File: src/rtl/core/qphms_pkg.sv
`timescale 1ns / 1ps

package qphms_pkg;

  // Window geometry default
  localparam int DEFAULT_WINDOW_DEPTH = 8;

  // QP value that is never recorded
  localparam logic [7:0] IGNORED_QP = 8'hff;

  // Register reset values
  localparam logic       RST_ENABLE    = 1'b0;
  localparam logic [7:0] RST_FLAT_TH   = 8'd46;
  localparam logic [7:0] RST_MEDIUM_TH = 8'd48;
  localparam logic [7:0] RST_STRONG_TH = 8'd50;
  localparam logic [7:0] RST_PANIC_QP  = 8'd51;

  // Configuration register indexes
  typedef enum logic [2:0] {
    REG_ENABLE,
    REG_FLAT_TH,
    REG_MEDIUM_TH,
    REG_STRONG_TH,
    REG_PANIC_QP
  } reg_index_t;

  // Input item kinds
  typedef enum logic {
    KIND_RECORD,
    KIND_DECIDE
  } kind_t;

  // Quantization matrix codes
  typedef enum logic [1:0] {
    MTX_FLAT,
    MTX_MEDIUM,
    MTX_STRONG,
    MTX_EXTREME
  } matrix_t;

  // Back-end sequencer states
  typedef enum logic [2:0] {
    BK_IDLE,
    BK_UPDATE,
    BK_PREP,
    BK_DIV,
    BK_DONE
  } back_state_t;

  // Live configuration
  typedef struct packed {
    logic       enable;
    logic [7:0] flat_th;
    logic [7:0] medium_th;
    logic [7:0] strong_th;
    logic [7:0] panic_qp;
  } cfg_t;

  // Classified transaction handed from front to back
  typedef struct packed {
    logic       push;      // QP goes into the window
    logic       decide;    // matrix decision wanted (already gated by enable)
    logic [7:0] qp;
    logic       recoding;
  } item_t;

endpackage

File: src/rtl/core/qphms_front.sv
`timescale 1ns / 1ps

module qphms_front import qphms_pkg::*; (
  input  logic       clk,
  input  logic       rst,
  input  logic       enable,
  input  logic       in_valid,
  output logic       in_stall,
  input  logic       kind,
  input  logic [7:0] qp_value,
  input  logic       recoding,
  output logic       q_valid,
  output item_t      q_item,
  input  logic       q_pop
);

  item_t       entries [2];
  logic        wr_ptr;
  logic        rd_ptr;
  logic [1:0]  fill;
  item_t       cls;
  logic        push_en;
  logic        pop_en;

  // Classify the incoming transaction
  always_comb begin
    cls.push     = enable && (kind_t'(kind) == KIND_RECORD) && (qp_value != IGNORED_QP);
    cls.decide   = enable && (kind_t'(kind) == KIND_DECIDE);
    cls.qp       = qp_value;
    cls.recoding = recoding;
  end

  assign in_stall = (fill == 2'd2);
  assign push_en  = in_valid && !in_stall;
  assign q_valid  = (fill != 2'd0);
  assign pop_en   = q_pop && q_valid;
  assign q_item   = entries[rd_ptr];

  // Queue pointers and fill level
  always_ff @(posedge clk) begin
    if (rst) begin
      wr_ptr <= 1'b0;
      rd_ptr <= 1'b0;
      fill   <= 2'd0;
    end else begin
      if (push_en) wr_ptr <= ~wr_ptr;
      if (pop_en)  rd_ptr <= ~rd_ptr;
      fill <= fill + {1'b0, push_en} - {1'b0, pop_en};
    end
  end

  // Queue storage
  always_ff @(posedge clk) begin
    if (push_en) entries[wr_ptr] <= cls;
  end

endmodule

File: src/rtl/core/qphms_back.sv
`timescale 1ns / 1ps

module qphms_back import qphms_pkg::*; #(
  parameter int WINDOW_DEPTH = DEFAULT_WINDOW_DEPTH
) (
  input  logic                              clk,
  input  logic                              rst,
  input  cfg_t                              cfg,
  input  logic                              q_valid,
  input  item_t                             q_item,
  output logic                              q_pop,
  output logic                              out_valid,
  input  logic                              out_stall,
  output logic [7:0]                        average_qp,
  output logic [1:0]                        matrix_choice,
  output logic                              custom_selected,
  output logic [$clog2(WINDOW_DEPTH+1)-1:0] window_count
);

  localparam int CNT_W  = $clog2(WINDOW_DEPTH + 1);
  localparam int SUM_W  = 8 + CNT_W;
  localparam int SLOT_W = (WINDOW_DEPTH > 1) ? $clog2(WINDOW_DEPTH) : 1;
  localparam int ITER_W = $clog2(SUM_W);

  back_state_t        state, state_next;
  item_t              cur;
  logic [7:0]         mem [WINDOW_DEPTH];
  logic [7:0]         rd_data;
  logic [SLOT_W-1:0]  oldest_slot;
  logic [SUM_W-1:0]   window_sum;
  logic [SUM_W-1:0]   num;
  logic [CNT_W-1:0]   rem;
  logic [ITER_W-1:0]  iter;
  logic               out_load;
  logic               full;
  logic [CNT_W:0]     slot_sum;
  logic [SLOT_W-1:0]  fill_slot;
  logic [CNT_W:0]     trial;
  logic               ge;
  logic [CNT_W:0]     trial_diff;
  logic [7:0]         avg;
  matrix_t            choice;

  // Sequencer
  always_ff @(posedge clk) begin
    if (rst) begin
      state <= BK_IDLE;
    end else begin
      state <= state_next;
    end
  end

  always_comb begin
    state_next = state;
    q_pop      = 1'b0;
    out_load   = 1'b0;
    unique case (state)
      BK_IDLE: begin
        q_pop = q_valid;
        if (q_valid) state_next = BK_UPDATE;
      end
      BK_UPDATE: state_next = BK_PREP;
      BK_PREP:   state_next = BK_DIV;
      BK_DIV: begin
        if (iter == '0) state_next = BK_DONE;
      end
      BK_DONE: begin
        out_load = !out_valid || !out_stall;
        if (out_load) state_next = BK_IDLE;
      end
      default: state_next = BK_IDLE;
    endcase
  end

  // Window bookkeeping
  assign full      = (window_count == CNT_W'(WINDOW_DEPTH));
  assign slot_sum  = (CNT_W+1)'(oldest_slot) + {1'b0, window_count};
  assign fill_slot = (slot_sum >= (CNT_W+1)'(WINDOW_DEPTH)) ?
                     SLOT_W'(slot_sum - (CNT_W+1)'(WINDOW_DEPTH)) : SLOT_W'(slot_sum);

  always_ff @(posedge clk) begin
    if (rst) begin
      window_count <= '0;
      oldest_slot  <= '0;
      window_sum   <= '0;
    end else if (state == BK_UPDATE && cur.push) begin
      if (full) begin
        window_sum  <= window_sum - SUM_W'(rd_data) + SUM_W'(cur.qp);
        oldest_slot <= (oldest_slot == SLOT_W'(WINDOW_DEPTH - 1)) ? '0 : oldest_slot + 1'b1;
      end else begin
        window_sum   <= window_sum + SUM_W'(cur.qp);
        window_count <= window_count + 1'b1;
      end
    end
  end

  // Window memory: oldest entry is read every cycle, valid in BK_UPDATE
  always_ff @(posedge clk) begin
    rd_data <= mem[oldest_slot];
    if (state == BK_UPDATE && cur.push) begin
      mem[full ? oldest_slot : fill_slot] <= cur.qp;
    end
  end

  // Current transaction
  always_ff @(posedge clk) begin
    if (q_pop) cur <= q_item;
  end

  // Restoring divider, one quotient bit per cycle
  assign trial      = {rem, num[SUM_W-1]};
  assign ge         = (trial >= {1'b0, window_count});
  assign trial_diff = trial - {1'b0, window_count};

  always_ff @(posedge clk) begin
    if (state == BK_PREP) begin
      num  <= window_sum + SUM_W'(window_count >> 1);
      rem  <= '0;
      iter <= ITER_W'(SUM_W - 1);
    end else if (state == BK_DIV) begin
      num  <= {num[SUM_W-2:0], ge};
      rem  <= ge ? trial_diff[CNT_W-1:0] : trial[CNT_W-1:0];
      iter <= iter - 1'b1;
    end
  end

  // Matrix decision
  assign avg = (window_count == '0) ? 8'd0 : num[7:0];

  always_comb begin
    choice = MTX_FLAT;
    if (cur.decide) begin
      priority if (cur.recoding && cur.qp == cfg.panic_qp) choice = MTX_EXTREME;
      else if (avg == 8'd0)          choice = MTX_FLAT;
      else if (avg < cfg.flat_th)    choice = MTX_FLAT;
      else if (avg < cfg.medium_th)  choice = MTX_MEDIUM;
      else if (avg < cfg.strong_th)  choice = MTX_STRONG;
      else                           choice = MTX_EXTREME;
    end
  end

  // Output register
  always_ff @(posedge clk) begin
    if (rst) begin
      out_valid <= 1'b0;
    end else if (out_load) begin
      out_valid <= 1'b1;
    end else if (!out_stall) begin
      out_valid <= 1'b0;
    end
  end

  always_ff @(posedge clk) begin
    if (out_load) begin
      average_qp      <= avg;
      matrix_choice   <= choice;
      custom_selected <= (choice != MTX_FLAT);
    end
  end

endmodule

File: src/rtl/core/qp_history_matrix_selector.sv
`timescale 1ns / 1ps
// The back end handles one transaction at a time: it pops the next one from the
//   two-entry queue only after the last result is loaded into the output register.
// Throughput is set by the bit-serial restoring divider that forms the rounded average
//   (SUM_W = 8 + clog2(WINDOW_DEPTH+1), 12 at the default depth of 8).
// Reset: synchronous, clears the window count, sum, queue and output valid,
//   and loads the register defaults; window entries are not cleared.

module qp_history_matrix_selector import qphms_pkg::*; #(
  parameter int WINDOW_DEPTH = DEFAULT_WINDOW_DEPTH
) (
  input  logic       clk,
  input  logic       rst,
  input  logic       cfg_we,
  input  logic [2:0] cfg_index,
  input  logic [7:0] cfg_data,
  input  logic       in_valid,
  output logic       in_stall,
  input  logic       kind,
  input  logic [7:0] qp_value,
  input  logic       recoding,
  output logic       out_valid,
  input  logic       out_stall,
  output logic [7:0] average_qp,
  output logic [1:0] matrix_choice,
  output logic       custom_selected
);

  localparam int CNT_W = $clog2(WINDOW_DEPTH + 1);

  cfg_t              cfg;
  logic              q_valid;
  item_t             q_item;
  logic              q_pop;
  logic [CNT_W-1:0]  window_count;

  // Configuration registers
  always_ff @(posedge clk) begin
    if (rst) begin
      cfg.enable    <= RST_ENABLE;
      cfg.flat_th   <= RST_FLAT_TH;
      cfg.medium_th <= RST_MEDIUM_TH;
      cfg.strong_th <= RST_STRONG_TH;
      cfg.panic_qp  <= RST_PANIC_QP;
    end else if (cfg_we) begin
      unique case (reg_index_t'(cfg_index))
        REG_ENABLE:    cfg.enable    <= cfg_data[0];
        REG_FLAT_TH:   cfg.flat_th   <= cfg_data;
        REG_MEDIUM_TH: cfg.medium_th <= cfg_data;
        REG_STRONG_TH: cfg.strong_th <= cfg_data;
        REG_PANIC_QP:  cfg.panic_qp  <= cfg_data;
        default: ;
      endcase
    end
  end

  // Accept and classify
  qphms_front u_front (
    .clk      (clk),
    .rst      (rst),
    .enable   (cfg.enable),
    .in_valid (in_valid),
    .in_stall (in_stall),
    .kind     (kind),
    .qp_value (qp_value),
    .recoding (recoding),
    .q_valid  (q_valid),
    .q_item   (q_item),
    .q_pop    (q_pop)
  );

  // Window update, average and decision
  qphms_back #(
    .WINDOW_DEPTH (WINDOW_DEPTH)
  ) u_back (
    .clk             (clk),
    .rst             (rst),
    .cfg             (cfg),
    .q_valid         (q_valid),
    .q_item          (q_item),
    .q_pop           (q_pop),
    .out_valid       (out_valid),
    .out_stall       (out_stall),
    .average_qp      (average_qp),
    .matrix_choice   (matrix_choice),
    .custom_selected (custom_selected),
    .window_count    (window_count)
  );

  // Window never holds more than its depth
  assert property (@(posedge clk) disable iff (rst)
    window_count <= CNT_W'(WINDOW_DEPTH))
    else $error("window count beyond depth");

  // Custom flag tracks a non-flat matrix
  assert property (@(posedge clk) disable iff (rst)
    out_valid |-> (custom_selected == (matrix_choice != MTX_FLAT)))
    else $error("custom flag disagrees with matrix choice");

  // Count never falls, so an empty window means the shown average is zero
  assert property (@(posedge clk) disable iff (rst)
    (out_valid && window_count == '0) |-> (average_qp == 8'd0))
    else $error("nonzero average with empty window");

  // A popped transaction leaves the queue with room for the next one
  assert property (@(posedge clk) disable iff (rst)
    q_pop |=> !in_stall)
    else $error("queue still full after pop");

endmodule

File: config.mk
export PLATFORM = sky130hd
export DESIGN_NAME = qp_history_matrix_selector
export DESIGN_NICKNAME = d
export VERILOG_FILES = /design/src/rtl/core/qphms_pkg.sv /design/src/rtl/core/qphms_front.sv /design/src/rtl/core/qphms_back.sv /design/src/rtl/core/qp_history_matrix_selector.sv
export SDC_FILE = /design/constraint.sdc
export NUM_CORES = 1
export LEC_CHECK = 0
export BUFFER_PORTS_ARGS = -buffer_cell sky130_fd_sc_hd__buf_2
export CORE_ASPECT_RATIO = 0.5
export CORE_UTILIZATION = 55
export DETAILED_ROUTE_END_ITERATION = 10
export PLACE_DENSITY = 0.75
export SLEW_MARGIN = 0
export SYNTH_ARGS = -nofsm -noshare
export SYNTH_HDL_FRONTEND = slang
export SYNTH_SLANG_ARGS = --single-unit
File: constraint.sdc
create_clock -name clk -period 3.9 [get_ports clk]
set_input_delay 0.195 -clock clk [delete_from_list [all_inputs] [get_ports clk]]
set_output_delay 0.195 -clock clk [all_outputs]
set_load 0.02 [all_outputs]
==> summary.txt <==
STA
  – Fin crit share: 78.4%
  – Hold_ws: between 0.02 and 0.03 ns
  – Clock skew: 0.0171 ns
  – Final Hold Fails: 0
  – RSZ-0062 raised after global routing: false
  – Slew @ Worst Pin: a little over 1 ns
  – Max Slew Vio Count: 0
  – Max-slew headroom: 30.8%
  – Setup tns final: 0 ns
  – Final worst setup slack: 0.843 ns
  – Min Tclk post-route: between 3 and 4 ns
  – Fmax: between 300 and 400 MHz
  – Final Setup Violations: 0

Critical path
  – Worst flop-to-flop path endpoint: u_back.matrix_choice[1]$_DFFE_PP_
  – CP most frequent cell: ha_1
  – Crit-path cells: inv_1 > ha_1 > or3b_1 > and2_2 > ha_1 > o2111a_1 > o211a_1 > a311oi_2 > o21ai_1 > and2_1
  – Critical-path top delay cell: or3b_1
  – Worst R2R Setup Slack: between 0.8 and 0.9 ns
  – CP endpoint kind: flip-flop
  – Startpoint types: flip-flop
  – Maximum fanout along the worst path: 8
  – WS Path Type: reg2reg
  – Worst Setup SP: u_back.window_count[1]$_SDFFE_PP0P_
  – Reg2reg start: u_back.window_count[1]$_SDFFE_PP0P_
  – CP max stage delay: between 0.5 and 0.6 ns
  – Worst Reg-to-Reg Cells: 10
  – Critical Path RT: 4.09 ns
  – Worst EP arrival: 3.25 ns
  – Worst Setup EP: u_back.matrix_choice[1]$_DFFE_PP_

Run
  – Max Cap Viol: 0

Clocking
  – CTS sink count: 196
  – Clock buffer depth: 2
  – Worst skew pair latency: around 0.44 ns
  – Clock slew seen by the registers of the worst setup and hold paths: roughly 0.08 ns
  – H-tree depth: 4
  – Hold Buf Count CTS: 9
  – CTS tree: yes
  – # resized after CTS: 0
  – Cts bufs inserted: 17
  – CTS root buf: clkbuf_16
  – Postcts setup bufs: 0

Synth
  – Yosys cell types: a little under 70
  – Warnings from Yosys: 0
  – Leading area contributor after synthesis: edfxtp_1
  – Number of synthesized flops with an enable pin: between 100 and 150
  – Top cell type's share of synthesized area: a little under two fifths
  – Post-synthesis mux area share: around 6.9%
  – Mapped cell area: 0.00963 mm^2
  – Post-Synth Adder-Cell Area: a little under 10%
  – Async S/R FF share, synth: 0%
  – Syn nets: ~950
  – Syn Inst Count: between 800 and 900
  – Synth top cells by count: edfxtp_1 (120), nand2_1 (103), dfxtp_1 (76), inv_1 (72)
  – Top FF cell, synth: edfxtp_1
  – Combinational family with the most area after synthesis: simple AND/OR/NAND/NOR gates
  – Most numerous cell in the Yosys netlist: edfxtp_1
  – Seq/Total Area, Yosys: a little over half
  – Compound-Gate Fraction of Synth Area: between 9 and 10%
  – Synth Area in Simple Gates: about an eighth
  – XOR/XNOR Fraction of Synth Area: ~3.4%
  – Top cells by area in the synthesized netlist: edfxtp_1 (37%), dfxtp_1 (16%), ha_1 (7.1%), nand2_1 (4.0%), mux4_2 (3.7%)
  – Synth Register Bits: 196
  – Average size of a mapped cell: ~11 um^2

Route
  – Via count: approximately 6,600
  – Routed Antenna Nets: 0
  – Wirelength per Cell: 18.8 um
  – Number of vias per cell: a little under 6
  – DRC Markers: 0
  – Drt initial violations: 533
  – Routed wire length: approximately 22,000 um
  – DRT Pass-1 Iters: 5

Pwr
  – Psw: 2.24 mW
  – Sequential power share: a little over two fifths
  – Switching Fraction: between 30% and 40%
  – Pint: roughly 4.3 mW
  – Peak supply drop: around 0.00035 V
  – Leak: roughly 4.2 nW
  – Combinational share of power: between 20% and 30%
  – Clock power frac: between 20% and 30%
  – Pwr Density: 601 mW/mm^2

Placed design
  – Global placement routability congestion: a little under 0.9
  – Detailed placement HPWL: between 10,000 and 15,000 um
  – Port bufs: 38
  – Post-place setup slack: just under 0.9 ns

Finish
  – Post-layout nets: 1,001
  – N_diodes: 0
  – Layout area overhead: 12.5%
  – Area of the multi-input gates: between 0.004 and 0.005 mm^2
  – Sequential Area: around 0.0051 mm^2
  – Layout Utilization: between 60% and 70%
  – Fillers: between 1,000 and 1,500
  – Fraction of layout cells with a size suffix above 1: 14.8%

Global routing
  – Global Route Usage Sum: about 25%
  – Largest net degree at the start of global routing: 63
  – Total global routing overflow: 0
  – First-pass GRT wire length: between 30,000 and 40,000 um
  – Initial antenna violation count: 0
  – Via count of the first global-routing pass: 6,387

Outcome
  – Run status: complete, no violations

Floorplanning
  – Rows: 33
  – Core Area: 0.0168 mm^2
  – Io pins: 39
  – Die area: between 0.015 and 0.02 mm^2
  – Die X: 189 um
  – Initial Util: about 57%
  – Die Span Y: about 96 um

Min path
  – HP Start: cfg_data[5]
  – Worst Hold Class: in2reg
-- power by group through the flow --
stage	clock, mW	combinational (mW)	sequential, mW
after detailed placement	0	1.86	2.78
final	1.86	1.92	2.74
after global placement	0	1.79	2.77
after CTS	1.87	1.90	2.74
after floorplan	0	1.40	2.72
after global routing	1.96	2.15	2.77
-- cell usage in the layout, fill, tap and decap left out, types with 3 or more instances in the layout --
master and count:
xor2_1 12, fa_1 12, nand2b_1 18, o211ai_1 5
buf_2 38, mux2_2 21, and2_2 6, or4_1 4
a211oi_1 9, clkbuf_16 17, ha_1 55, a211o_1 5
buf_4 15, xnor2_1 25, nand2_1 103, edfxtp_1 120
inv_8 7, inv_1 72, a21o_1 7, nor2_1 54
a31oi_1 5, dfxtp_1 76, o22ai_1 4, mux4_2 16
and3_1 3, nand3_1 12, nor2b_1 11, o21ai_0 36
dlygate4sd3_1 9, a21oi_1 55, clkinv_8 3, nand4_1 8
nand3b_1 11, nor3_1 11, mux2i_1 7, nor4_1 3
-- cell type report --
class	instances	share of cell area, %
clock inverters	15	1.92
flip-flops and latches	196	47.3
clock buffers	17	3.93
multi-input cells	558	38.1
inverters	73	2.53
well taps	227	2.62
repair buffers	62	3.63
-- kinds of logic after synthesis --
kind of cell / count (synthesis)
fa+ha+maj: 69
buf+inv: 100
mux: 44
xor+xnor: 37
flops: 196
simple gates: 258
compound gates: 150
-- stage by stage --
| step | area, um^2 | total power, mW | instances |
|---|---|---|---|
| final | 10800 | 6.52 | 1148 |
| after global routing | 10800 | 6.87 | 1148 |
| after CTS | 10800 | 6.51 | 1148 |
| after detailed placement | 10100 | 4.65 | 1107 |
| after global placement | 10100 | 4.56 | 1107 |
| after floorplan | 9630 | 4.13 | 854 |
-- worst min path at each step --
| stage | to | slack [ns] | cells after the start |
|---|---|---|---|
| floorplan | u_front.entries[0][0]$_DFFE_PP_ | 0.29 | 0 |
| global placement | u_front.entries[1][0]$_DFFE_PP_ | 0.38 | 1 |
| detailed placement | u_front.entries[0][0]$_DFFE_PP_ | 0.39 | 1 |
| CTS | cfg[29]$_SDFFE_PP1P_ | 0.01 | 2 |
| global route | cfg[29]$_SDFFE_PP1P_ | 0.02 | 2 |
| finish | cfg[29]$_SDFFE_PP1P_ | 0.03 | 2 |
-- flip-flops by register name (all words and copies together) (netlist names), 4 cells and up --
signal,cells
u_back.iter,4
u_front.entries,22
u_back.window_sum,12
u_back.window_count,4
cfg,33
u_back.num,12
u_back.mem,64
u_back.cur,11
u_back.average_qp,8
u_back.rem,4
u_back.rd_data,8
-- worst max-delay path, delay by kind of cell, from the launching register on --
family / cells / cell delay [ns]
DFF: 1 / 0.40
and+or+nand+nor: 3 / 0.95
AOI/OAI and AO/OA: 4 / 0.82
adders and majority gates: 2 / 0.53
buffers and inverters: 1 / 0.11
-- layer usage --
metal / track usage, % / vias up / wire (um)
li1: - / 3156 / -
met1: 35.7 / 3223 / 9870
met2: 41.2 / 245 / 9910
met3: 4.56 / 22 / 1570
met4: 5.78 / 0 / 201
met5: 0 / - / 0
Power figures use the tool's default switching activity.
